### src/rtl/core/clr_pkg.sv
// ----------------------------------------------------------------------------
// clr_pkg: shared definitions for the character LCD line refresh block
// Command codes, frame header bytes and the controller state encoding.
// ----------------------------------------------------------------------------
package clr_pkg;

	localparam logic       CMD_PLACE = 1'b0;
	localparam logic       CMD_CLEAR = 1'b1;

	localparam logic [7:0] SPACE_CHAR     = 8'h20;
	localparam logic [7:0] DEV_ADDR_RESET = 8'h7C;
	localparam logic [7:0] CTRL_CMD_BYTE  = 8'h80;
	localparam logic [7:0] DDRAM_ROW0     = 8'h80;
	localparam logic [7:0] DDRAM_ROW1     = 8'hC0;
	localparam logic [7:0] CTRL_DATA_BYTE = 8'h40;

	// Number of header bytes ahead of the row characters in every frame.
	localparam int HDR_LEN = 4;

	typedef enum logic [1:0] {
		ST_IDLE = 2'b01,
		ST_EMIT = 2'b10
	} clr_state_t;

endpackage

### src/rtl/core/char_lcd_line_refresh.sv
// ----------------------------------------------------------------------------
// char_lcd_line_refresh: two-row character LCD line store with frame output
// Stores string characters into a 2 x ROW_LENGTH line memory and emits I2C
// frame bytes for a row when a string ends, or for both rows on a clear.
// ----------------------------------------------------------------------------
// A place command without last_char is taken while busy stays low.
// A place command with last_char, or a clear, raises busy and emits one frame
// (clear: two) of ROW_LENGTH + 4 beats, one beat per cycle on strobe; the
// first beat leaves once state_q has entered ST_EMIT and the output stage has
// registered it. busy falls once the last line memory read is issued, so the
// next item can be taken while the final beat leaves. The figure is set by the
// single read port of the line memory, which delivers one stored character per
// cycle. Results cannot be stalled: the receiver must take a beat in every
// cycle that strobe is high. Reset and clear restore all characters to spaces
// at once through per-entry valid bits, so no clearing pass is needed.
module char_lcd_line_refresh
	import clr_pkg::*;
#(
	parameter int ROW_LENGTH = 16
) (
	input  logic       clk,
	input  logic       arst_n,
	// configuration
	input  logic       cfg_write,
	input  logic [7:0] cfg_data,
	// command channel
	input  logic       start,
	output logic       busy,
	input  logic       command,
	input  logic       row,
	input  logic [3:0] start_column,
	input  logic       centre,
	input  logic [7:0] string_length,
	input  logic [7:0] char_code,
	input  logic       last_char,
	// result channel
	output logic       strobe,
	output logic [7:0] frame_byte,
	output logic       frame_start,
	output logic       frame_end,
	output logic       run_last
);

	localparam int DEPTH     = 2 * ROW_LENGTH;
	localparam int ADDR_W    = $clog2(DEPTH);
	localparam int COL_W     = $clog2(ROW_LENGTH);
	localparam int FRAME_LEN = ROW_LENGTH + HDR_LEN;
	localparam int K_W       = $clog2(FRAME_LEN);

	clr_state_t          state_q;
	logic [7:0]          dev_addr_q;
	logic [7:0]          char_pos_q;
	logic [K_W-1:0]      k_q;
	logic                frame_row_q;
	logic                second_q;
	logic [DEPTH-1:0]    valid_q;

	logic [7:0]          mem [DEPTH];
	logic [7:0]          mem_rd_s1;

	logic                hdr_sel_s1;
	logic [7:0]          hdr_s1;
	logic                vld_s1;
	logic                strobe_s1;
	logic                first_s1;
	logic                end_s1;
	logic                last_s1;

	logic                accept;
	logic                place_acc;
	logic [8:0]          start_col;
	logic [8:0]          col;
	logic                col_ok;
	logic                mem_we;
	logic [ADDR_W-1:0]   wr_addr;
	logic [ADDR_W-1:0]   rd_addr;
	logic [K_W-1:0]      k_char;
	logic                k_is_hdr;
	logic                k_is_end;
	logic [7:0]          hdr_byte;

	assign busy      = (state_q != ST_IDLE);
	assign accept    = start && !busy;
	assign place_acc = accept && (command == CMD_PLACE);

	// Column of this character; centring uses (ROW_LENGTH - len) / 2, or 0 when len is not below ROW_LENGTH.
	always_comb begin
		if (centre) begin
			if (string_length < 8'(ROW_LENGTH))
				start_col = 9'((8'(ROW_LENGTH) - string_length) >> 1);
			else
				start_col = '0;
		end else begin
			start_col = {5'd0, start_column};
		end
		col    = start_col + {1'b0, char_pos_q};
		col_ok = (char_pos_q < string_length) && (col < 9'(ROW_LENGTH));
	end

	assign mem_we  = place_acc && col_ok;
	assign wr_addr = (row ? ADDR_W'(ROW_LENGTH) : '0) + ADDR_W'(col[COL_W-1:0]);

	assign k_char   = k_q - K_W'(HDR_LEN);
	assign rd_addr  = (frame_row_q ? ADDR_W'(ROW_LENGTH) : '0) + ADDR_W'(k_char);
	assign k_is_hdr = (k_q < K_W'(HDR_LEN));
	assign k_is_end = (k_q == K_W'(FRAME_LEN - 1));

	always_comb begin
		case (k_q)
			K_W'(0): hdr_byte = dev_addr_q;
			K_W'(1): hdr_byte = CTRL_CMD_BYTE;
			K_W'(2): hdr_byte = frame_row_q ? DDRAM_ROW1 : DDRAM_ROW0;
			K_W'(3): hdr_byte = CTRL_DATA_BYTE;
			default: hdr_byte = CTRL_DATA_BYTE;
		endcase
	end

	// Line memory: one write port for placement, one registered read port.
	always_ff @(posedge clk) begin
		if (mem_we)
			mem[wr_addr] <= char_code;
		mem_rd_s1 <= mem[rd_addr];
	end

	// An entry that is not valid reads as a space.
	always_ff @(posedge clk or negedge arst_n) begin
		if (!arst_n) begin
			valid_q <= '0;
		end else if (accept && (command == CMD_CLEAR)) begin
			valid_q <= '0;
		end else if (mem_we) begin
			valid_q[wr_addr] <= 1'b1;
		end
	end

	always_ff @(posedge clk or negedge arst_n) begin
		if (!arst_n) begin
			dev_addr_q <= DEV_ADDR_RESET;
		end else if (cfg_write) begin
			dev_addr_q <= cfg_data;
		end
	end

	always_ff @(posedge clk or negedge arst_n) begin
		if (!arst_n) begin
			state_q     <= ST_IDLE;
			char_pos_q  <= '0;
			k_q         <= '0;
			frame_row_q <= 1'b0;
			second_q    <= 1'b0;
		end else begin
			unique case (state_q)
				ST_IDLE: begin
					if (accept) begin
						if (command == CMD_CLEAR) begin
							char_pos_q  <= '0;
							k_q         <= '0;
							frame_row_q <= 1'b0;
							second_q    <= 1'b1;
							state_q     <= ST_EMIT;
						end else if (last_char) begin
							char_pos_q  <= '0;
							k_q         <= '0;
							frame_row_q <= row;
							second_q    <= 1'b0;
							state_q     <= ST_EMIT;
						end else if (char_pos_q != 8'hFF) begin
							char_pos_q <= char_pos_q + 8'd1;
						end
					end
				end
				ST_EMIT: begin
					if (k_is_end) begin
						k_q <= '0;
						if (second_q) begin
							second_q    <= 1'b0;
							frame_row_q <= 1'b1;
						end else begin
							state_q <= ST_IDLE;
						end
					end else begin
						k_q <= k_q + K_W'(1);
					end
				end
				default: state_q <= ST_IDLE;
			endcase
		end
	end

	// Output stage, aligned with the registered memory read.
	always_ff @(posedge clk or negedge arst_n) begin
		if (!arst_n) begin
			strobe_s1 <= 1'b0;
		end else begin
			strobe_s1 <= (state_q == ST_EMIT);
		end
	end

	always_ff @(posedge clk) begin
		hdr_sel_s1 <= k_is_hdr;
		hdr_s1     <= hdr_byte;
		vld_s1     <= valid_q[rd_addr];
		first_s1   <= (k_q == '0);
		end_s1     <= k_is_end;
		last_s1    <= k_is_end && !second_q;
	end

	assign strobe      = strobe_s1;
	assign frame_byte  = hdr_sel_s1 ? hdr_s1 : (vld_s1 ? mem_rd_s1 : SPACE_CHAR);
	assign frame_start = first_s1;
	assign frame_end   = end_s1;
	assign run_last    = last_s1;

endmodule

### config.mk
export PLATFORM = sky130hd
export DESIGN_NAME = char_lcd_line_refresh
export DESIGN_NICKNAME = d
export VERILOG_FILES = /design/src/rtl/core/clr_pkg.sv /design/src/rtl/core/char_lcd_line_refresh.sv
export SDC_FILE = /design/constraint.sdc
export NUM_CORES = 1
export LEC_CHECK = 0
export BUFFER_PORTS_ARGS = -buffer_cell sky130_fd_sc_hd__buf_2
export CAP_MARGIN = 20
export CORE_MARGIN = 2
export CORE_UTILIZATION = 45
export DETAILED_ROUTE_END_ITERATION = 12
export PLACE_DENSITY = 0.72
export SYNTH_ARGS = -nofsm -noshare
export SYNTH_HDL_FRONTEND = slang
export SYNTH_SLANG_ARGS = --single-unit
### constraint.sdc
create_clock -name clk -period 5.9 [get_ports clk]
set_input_delay 0.295 -clock clk [delete_from_list [all_inputs] [get_ports clk]]
set_output_delay 0.295 -clock clk [all_outputs]
set_load 0.005 [all_outputs]
## After elaboration in Yosys (flattened, before gate mapping)

Memory sizes are Yosys's and may differ from the RTL's. A register that Yosys moved wholly into a read port is not among the register bits.
Cells that the tools add are included.

| storage, ports and cells | value |
|---|---|
| word-level logic and storage cells | 102 |
| memory bits (writable) | 256 |
| output and inout port bits | 13 |
| memories kept | 1 |
| flip-flop bits (word level) | 71 |

| operators by class | value |
|---|---|
| add/sub/neg operators | 7 |
| reductions and logical operators | 18 |
| bitwise logic cells | 2 |
| magnitude comparators | 7 |
| muxes and demuxes | 41 |
| equal/unequal tests | 12 |

Memory list:

| memory | words | bits a word | read ports | clocked after Yosys merged registers in | wr ports | line | RTL |
|---|---|---|---|---|---|---|---|
| mem | 32 | 8 | 1 | 1 | 1 | char_lcd_line_refresh.sv:58 | `logic [7:0] mem [DEPTH];` |

Operators with widths:

| operator | count |
|---|---|
| 2-to-1 mux 32 bit | 2 |
| 2-to-1 mux 8 bit | 7 |
| OR 32 bit | 1 |
| 2-to-1 mux 5 bit | 6 |
| one-hot mux 8 bit (3 select lines) | 1 |
| 2-to-1 mux 1 bit | 13 |
| less-than comparator 5 x 6 -> 1 bit (second input constant) | 2 |
| 2-to-1 mux 2 bit | 5 |
| one-hot mux 5 bit (2 select lines) | 1 |
| adder 9 x 8 -> 9 bit | 1 |
| less-than comparator 9 x 5 -> 1 bit (second input constant) | 1 |
| subtractor 5 x 8 -> 9 bit (first input constant) | 1 |
| adder 8 x 1 -> 8 bit (second input constant) | 1 |
| less-than comparator 8 x 5 -> 1 bit (second input constant) | 1 |
| less-than comparator 8 bit | 1 |
| inequality test 2 bit (second input constant) | 4 |
| inequality test 8 bit (second input constant) | 1 |
| AND reduction 4 bit | 2 |
| logical AND 1 bit | 7 |
| 2-to-1 mux 7 bit | 1 |
| AND reduction 3 bit | 2 |
| adder 5 x 1 -> 5 bit (second input constant) | 1 |
| adder 5 x 4 -> 5 bit | 1 |
| adder 5 bit | 1 |
| 20 further kinds | 23 |

## Logic depth before layout (Yosys ltp)

Gate-level depths: netlist (run 1).

| depth | value |
|---|---|
| depth in word-level cells | 12 |
| gate-level depth with buffers | 15 |

## Least setup slack after synthesis (run 1)

OpenSTA, ideal clock, no wires.

| path | value |
|---|---|
| path type | input port to flip-flop |
| start | input port string_length[0] |
| end | memory mem[22][0], enable pin |
| setup slack | 2.140 ns |
| buffers on the path | 1 |
| arrival time | 3.376 ns |
| data required time | 5.517 ns |
| cell stages on the path | 15 |
| path through | inv_1 ha_1 nand2b_1 a31oi_1 nand3b_1 o2bb2ai_1 ha_1 inv_1 fa_1 nor2b_1 nand4_1 a31oi_1 buf_2 nand3_1 nor3_1 |

| on the way | value |
|---|---|
| longest elaborated chain between the ends | 9 |
| elaborated cells between the ends (all ways) | 12 |

Ends and longest elaborated chain:

| item | line | RTL |
|---|---|---|
| from (decl) | char_lcd_line_refresh.sv:33 | `input logic [7:0] string_length,` |
| subtractor 5 x 8 -> 9 bit / less-than comparator 8 x 5 -> 1 bit (equally long branches) | char_lcd_line_refresh.sv:90, char_lcd_line_refresh.sv:89 |  |
| 2-to-1 mux 8 bit | char_lcd_line_refresh.sv:89 | `if (string_length < 8'(ROW_LENGTH))` |
| 2-to-1 mux 8 bit | char_lcd_line_refresh.sv:88 | `if (centre) begin` |
| adder 9 x 8 -> 9 bit | char_lcd_line_refresh.sv:96 | `col = start_col + {1'b0, char_pos_q};` |
| less-than comparator 9 x 5 -> 1 bit | char_lcd_line_refresh.sv:97 | `col_ok = (char_pos_q < string_length) && (col < 9'(ROW_LENGTH));` |
| logical AND 1 bit | char_lcd_line_refresh.sv:97 |  |
| logical AND 1 bit | char_lcd_line_refresh.sv:100 | `assign mem_we = place_acc && col_ok;` |
| 2-to-1 mux 1 bit | char_lcd_line_refresh.sv:120 | `if (mem_we)` |
| 2-to-1 mux 1 bit (not written as such) | char_lcd_line_refresh.sv:121 | `mem[wr_addr] <= char_code;` |
| to (decl) | char_lcd_line_refresh.sv:58 |  |

Parallel ways exist; a longest one is shown, timed or not.

## Worst setup path after layout (run 1)

| path | value |
|---|---|
| start | input port string_length[0] |
| end | memory mem[6][5], enable pin |

Same word-level chain as after synthesis.

==> results.md, run 1 <==
* Gr ovfl total at 0
* Hold Path End: dev_addr_q[7]
* P_sw at 1.628 mW
* HPWL Detailed at 19260 um
* Largest net degree at the start of global routing at 59
* Clock buffer count from CTS at 34
* Clk buf depth at 3
* Most common library cells after synthesis: edfxtp_1, mux4_2, dfrtp_1
* Internal power at 4.412 mW
* Yosys warnings at 0
* # IOs at 49
* Hold_sp: cfg_data[7]
* HP Class: input pin to flip-flop
* Worst-Skew Late Latency at 510 ps
* Std cell rows at 64
* Worst EP required at 6030 ps
* Antenna cell count at 0
* Synth Area in Adders at 2.302%
* Setup TNS at 0 ps
* Wirelength per Cell at 22.88 um
* Clk_skew at 23.67 ps
* Synth Flop Type: edfxtp_1
* Core Region at 0.03051 mm2
* Tmin final at 4072 ps
* Clk pwr share at 34.3%
* CP endpoint kind: flip-flop
* Die area at 0.03234 mm2
* GR Util All Layers at 18.68%
* Crit path kind: input pin to flip-flop
* Layout cells sized above 1 at 23.42%
* Register share of total power at 46.4%
* Area Growth Syn to Fin at 13.40%
* FF-to-FF Start: char_pos_q[1]
* Async SR Flop Fraction at 17.31%
* Router iterations before antenna repair at 5
* EDFF count, synth at 256
* Worst-margin pin slew at 1049 ps
* Clock-pin transition on the worst setup and hold timing paths at 60 ps
* Vias per Instance at 5.750
* Worst reg2reg path depth at 6
* Yosys top cell by area: edfxtp_1
* Flop2flop setup slack at 2240 ps
* Fmax at 245.6 MHz
* CTS sink cnt at 335
* Largest family of logic cells by synthesized area: multiplexers
* Critical path startpoint category: input pin
* Antenna violations before repair at 0
* MaxCap Viol Count at 0
* Leakage power at 5.470 nW
* First-pass GRT wire length at 46540 um
* Most frequent cell after synthesis: edfxtp_1
* CP arrival at 4200 ps
* CTS tree: yes
* Setup bufs post-CTS at 0
* Yosys cell types at 52
* WHS Path Cells at 2
* Post-synthesis sequential area ratio at 68.76%
* VDD IR-drop max at 0.1858 mV
* Drt total wl at 30060 um
* Worst slew margin at 29.55%
* Final setup viols at 0
* Status: finished, final reports clean
* Final Hold Viols at 0
* Pwr dens at 382.8 mW/mm2
* Syn Area/Cell at 16.99 um2
* Initial Util at 45.60%
* 1st-iter DRT viols at 611
* Fin crit share at 69.01%
* IO Port Bufs at 48
* Die Span Y at 179.8 um
* CP max FO at 9
* #FFs+latches synth at 335
* Post-CTS Hold Fix Bufs at 1
* Synth Cell Area at 0.01391 mm2
* Vias in the first global route at 7803
* Die Wd at 179.8 um
* Synth Area in Compound Gates at 4.406%
* Switching share of power at 26.96%
* Filler Cells Inserted at 2414
* Vias at 7556
* Synth area leaders: edfxtp_1, mux4_2, dfrtp_1
* Antenna Violating Nets Remaining at 0
* RSZ-0062 raised after global routing: false
* Combinational power share at 19.4%
* Clock root buffer: clkbuf_16
* Htree depth at 2
* Synth Area in XOR/XNOR at 1.133%
* Synth Area in Simple Gates at 6.178%
* Mux share of post-synthesis cell area at 15.35%
* DR DRC count at 0
* Post-cts gate resize count at 0
* Synth top area share at 55.25%
* Syn Inst Count at 819
* NumNets Final at 954
* Final Util at 51.71%
* Placer Congestion at 0.8182
* Slew Viols, Final at 0
* Reg-to-reg endpoint: mem[6][5]
[cell families (layout without fill, tap and decap cells)]
family,count (synthesis),in the layout
buf+inv,59,157
mux,108,108
fa+ha+maj,25,25
flops,335,335
compound gates,99,99
xor+xnor,15,15
simple gates,177,177
other cells,1,2
[registers in the layout (all words and copies together), names as in the netlist]
| signal | flops |
|---|---|
| mem | 256 |
| valid_q | 32 |
| char_pos_q | 8 |
| dev_addr_q | 8 |
| hdr_s1 | 8 |
| mem_rd_s1 | 8 |
| k_q | 5 |
| state_q | 2 |
| frame_end | 1 |
| frame_row_q | 1 |
| frame_start | 1 |
| hdr_sel_s1 | 1 |
| run_last | 1 |
| second_q | 1 |
| strobe | 1 |
| vld_s1 | 1 |
[worst max-delay path by stage]
stage                 end  depth (start not counted)              from
5_1_grt         mem[6][5]                         12  string_length[0]
4_1_cts         mem[7][1]                         14  string_length[1]
2_1_floorplan  mem[22][0]                         15  string_length[0]
3_5_place_dp    mem[7][1]                         14  string_length[1]
3_3_place_gp   mem[14][0]                         13  string_length[0]
6_report        mem[6][5]                         12  string_length[0]
[power by group through the flow]
stage	Combinational, mW	Sequential, mW	Clock (mW)
after floorplan	0.872	2.74	0
after global placement	1.14	2.85	0
after global routing	1.25	2.82	2.19
after CTS	1.17	2.81	2.10
final	1.17	2.80	2.07
after detailed placement	1.16	2.85	0
[placed cells by master, fill, tap and decap left out, types with 10 or more instances in the layout]
cell and count:
dfrtp_1 51, clkbuf_1 11, nor2_1 36, mux4_2 73, o21ai_0 45, nand2_1 47, nor3_1 25, edfxtp_1 256
o21a_1 10, inv_1 22, buf_4 21, dfxtp_1 21, and2_1 11, mux2i_1 18, nand3_1 21, buf_2 49
clkbuf_16 35, ha_1 23
[layout make-up]
| cell class | instances | area (um2) | area share, % |
|---|---|---|---|
| Tap cell | 396 | 495.5 | 3.140 |
| Clock buffer | 49 | 958.4 | 6.075 |
| Multi-Input combinational cell | 426 | 4106 | 26.03 |
| Sequential cell | 335 | 9570 | 60.66 |
| Inverter | 22 | 82.58 | 0.5234 |
| Clock inverter | 12 | 108.9 | 0.6899 |
| Timing Repair Buffer | 74 | 455.4 | 2.887 |
[worst max-delay path, cell delays in order]
cell and delay [ps]:
buf_2 110, nor3_1 360, a31oi_1 140, nand3b_1 280
nor2_1 200, a21o_1 100, ha_1 220, a211oi_1 300
nor2_1 130, xnor2_1 810, nand3_1 360, nor3_1 890
[layer usage]
layer,GRT usage (%),wire [um],vias up
li1,-,-,3357
met1,26.15,12880,3854
met2,30.28,14580,287
met3,3.262,1914,58
met4,5.463,679,0
met5,0,0,-
[through the flow]
step	total power [mW]	hold slack (ps)	std cells	worst slack [ps]	instance area, um2
2_1_floorplan	3.613	-0.5911	820	2140	13920
3_3_place_gp	3.993	455.9	1247	975.2	14650
3_5_place_dp	4.014	466.5	1248	1398	14650
4_1_cts	6.078	8.866	1310	1895	15730
5_1_grt	6.258	11.12	1314	1483	15780
6_report	6.040	25.47	1314	1829	15780
Note: power is estimated with default switching activity, not from simulation.
==> run 2, diff against run 1 <==
==> constraint.sdc (replaced) <==
create_clock -name clk -period 3.75 [get_ports clk]
set_input_delay 0.1875 -clock clk [delete_from_list [all_inputs] [get_ports clk]]
set_output_delay 0.1875 -clock clk [all_outputs]
set_load 0.005 [all_outputs]
==> results.md, run 2 (same netlist as run 1, synthesis figures left out) <==
* Status: finished, final reports clean (unchanged)
* Leakage power at 5.616 nW (was 5.470 nW)
* Worst slew margin at 45.96% (was 29.55%)
* Most frequent cells in the layout: edfxtp_1, mux4_2, dfrtp_1 (unchanged)
* Setup TNS at 0 ps (unchanged)
* Worst-margin pin slew at 805.2 ps (was 1049 ps)
* Cell Chain, Critical Path: buf_2 -> nor3_1 -> a31oi_1 -> nand3b_1 -> o2bb2ai_1 -> ha_1 -> inv_1 -> fa_1 -> xnor2_1 -> nand2_1 -> nor2_1 -> nand3_1 -> nor3_1 -> buf_4 (was buf_2 -> nor3_1 -> a31oi_1 -> nand3b_1 -> nor2_1 -> a21o_1 -> ha_1 -> a211oi_1 -> nor2_1 -> xnor2_1 -> nand3_1 -> nor3_1)
* Die Span Y at 179.8 um (unchanged)
* Fin crit share at 84.01%
* CP max FO at 8 (was 9)
* Vias per Instance at 5.752 (was 5.750)
* Clock buffer count from CTS at 34 (unchanged)
* HP Class: input pin to async pin (was input pin to flip-flop)
* Vias at 7725 (was 7556)
* Internal power at 6.974 mW (was 4.412 mW)
* Slew Viols, Final at 0 (unchanged)
* Htree depth at 2 (unchanged)
* Filler Cells Inserted at 2407 (was 2414)
* Clk_skew at 10.28 ps (was 23.67 ps)
* Tmin final at 3150 ps
* Placed insts at 1274 (was 1248)
* Post-cts gate resize count at 0 (unchanged)
* Area Growth Syn to Fin at 15.31% (was 13.40%)
* Layout Cells excl Fill at 1343 (was 1314)
* Largest register FFs at 256 (unchanged)
* Critical Path Max Stage Delay at 430 ps (was 890 ps)
* Router iterations before antenna repair at 5 (unchanged)
* Clock root buffer: clkbuf_16 (unchanged)
* RSZ-0062 raised after global routing: false (unchanged)
* Placed instance area at 0.01486 mm2 (was 0.01465 mm2)
* Vias in the first global route at 7698 (was 7803)
* Critical path startpoint category: input pin (unchanged)
* Cell mode on critical path: nor3_1
* CP arrival at 3360 ps (was 4200 ps)
* IO Port Bufs at 48 (unchanged)
* Final Instance Area at 0.01604 mm2 (was 0.01578 mm2)
* Overall Power at 9.543 mW (was 6.040 mW)
* Register share of total power at 45.8% (was 46.4%)
* Switching share of power at 26.92% (was 26.96%)
* Worst-Skew Late Latency at 510 ps (about the same)
* Top Registers: mem x256, valid_q x32 (unchanged)
* Std cell rows at 64 (unchanged)
* HPWL Detailed at 19630 um (was 19260 um)
* Slowest CP cell: fa_1 (was nor3_1)
* Die Wd at 179.8 um (unchanged)
* Setup bufs post-CTS at 0 (unchanged)
* P_sw at 2.569 mW (was 1.628 mW)
* First-pass GRT wire length at 46750 um (was 46540 um)
* Clk buf depth at 3 (unchanged)
* Initial Util at 45.60% (unchanged)
* Final Hold Viols at 0 (unchanged)
* NumNets Final at 985 (was 954)
* # IOs at 49 (unchanged)
* Die area at 0.03234 mm2 (unchanged)
* Largest net degree at the start of global routing at 53 (was 59)
* CTS sink cnt at 335 (unchanged)
* Commonest non-fill, non-tap cell in the layout: edfxtp_1 (unchanged)
* CTS tree: yes (unchanged)
* Drt total wl at 30100 um (was 30060 um)
* Combinational power share at 20.0% (was 19.4%)
* Placer Congestion at 0.8000 (was 0.8182)
* Worst EP required at 3960 ps (was 6030 ps)
* Wirelength per Cell at 22.41 um (was 22.88 um)
* Antenna violations before repair at 0 (unchanged)
* Largest register by flop count: mem (unchanged)
* DR DRC count at 0 (unchanged)
* CP endpoint kind: flip-flop (unchanged)
* GR Util All Layers at 18.82% (was 18.68%)
* Antenna Violating Nets Remaining at 0 (unchanged)
* Clk pwr share at 34.3% (about the same)
* Pwr dens at 594.8 mW/mm2 (was 382.8 mW/mm2)
* Fmax at 317.4 MHz
* Clock-pin transition on the worst setup and hold timing paths at 60 ps (about the same)
* Core Region at 0.03051 mm2 (unchanged)
* Final setup viols at 0 (unchanged)
* VDD IR-drop max at 0.3627 mV (was 0.1858 mV)
* Gr ovfl total at 0 (unchanged)
* MaxCap Viol Count at 0 (unchanged)
* 1st-iter DRT viols at 815 (was 611)
* Post-CTS Hold Fix Bufs at 9 (was 1)
* Layout cells sized above 1 at 25.13% (was 23.42%)
* Antenna cell count at 0 (unchanged)
* Crit path kind: input pin to flip-flop (unchanged)
[run 2: changes by cell type in the layout (fill, tap and decap cells not counted), moves of 2 or more]
cell | previous run | this run
dlygate4sd3_1 | 1 | 9
clkbuf_4 | 2 | 0
clkbuf_8 | 3 | 0
buf_4 | 21 | 46
clkinvlp_4 | 0 | 3
clkbuf_1 | 11 | 8
[run 2: per-layer routing]
layer	GRT usage, %	part of all wire [%]	vias up
li1	-	-	3421
met4	4.065	1.8	0
met3	3.323	7.1	42
met1	28.00	44	3968
met2	29.32	48	294
met5	0	0	-
[run 2: area by class of cell]
cell class                      count  area, um2  share of cell area (%)
Inverter                           22      82.58                  0.5147
Timing Repair Buffer              105      723.2                   4.508
Multi-Input combinational cell    426       4106                   25.59
Tap cell                          396      495.5                   3.088
Clock inverter                     16      160.2                  0.9982
Clock buffer                       43      905.9                   5.646
Sequential cell                   335       9570                   59.65
[run 2: final timing paths]
| check | to | slack (ps) | startpoint | cells past startpoint |
|---|---|---|---|---|
| worst max register to register | mem[20][2] | 800 | char_pos_q[2] | 7 |
| worst min register to register | valid_q[0] | 480 | valid_q[0] | 2 |
| min in group clk | char_pos_q[6] | 60 | last_char | 4 |
| max in group asynchronous | k_q[0] | 2760 | arst_n | 3 |
| worst max-delay path | mem[22][6] | 600 | string_length[0] | 14 |
| worst min-delay path | char_pos_q[5] | 40 | arst_n | 2 |
[run 2: power by group through the flow]
stage / clock [mW] / combinational, mW / sequential, mW
after detailed placement: 0 / 1.88 / 4.45
after CTS: 3.31 / 1.90 / 4.38
after global placement: 0 / 1.86 / 4.44
after floorplan: 0 / 1.37 / 4.31
after global routing: 3.46 / 2.05 / 4.40
final: 3.27 / 1.91 / 4.37
[run 2: critical path: cells and delay by family]
kind            cells  cell delay [ps]
xor+xnor            1              400
simple gates        6             1430
fa+ha+maj           2              610
compound gates      2              350
buf+inv             3              370
[run 2: stage by stage]
step                setup slack [ps]  hold slack, ps  util (%)
floorplan                      97.85          -108.1         -
global placement               236.0           24.26     48.71
detailed placement             125.5           29.98     48.71
CTS                            635.1           30.48     52.50
global route                   278.1           56.05     52.59
finish                         599.6           37.89     52.59
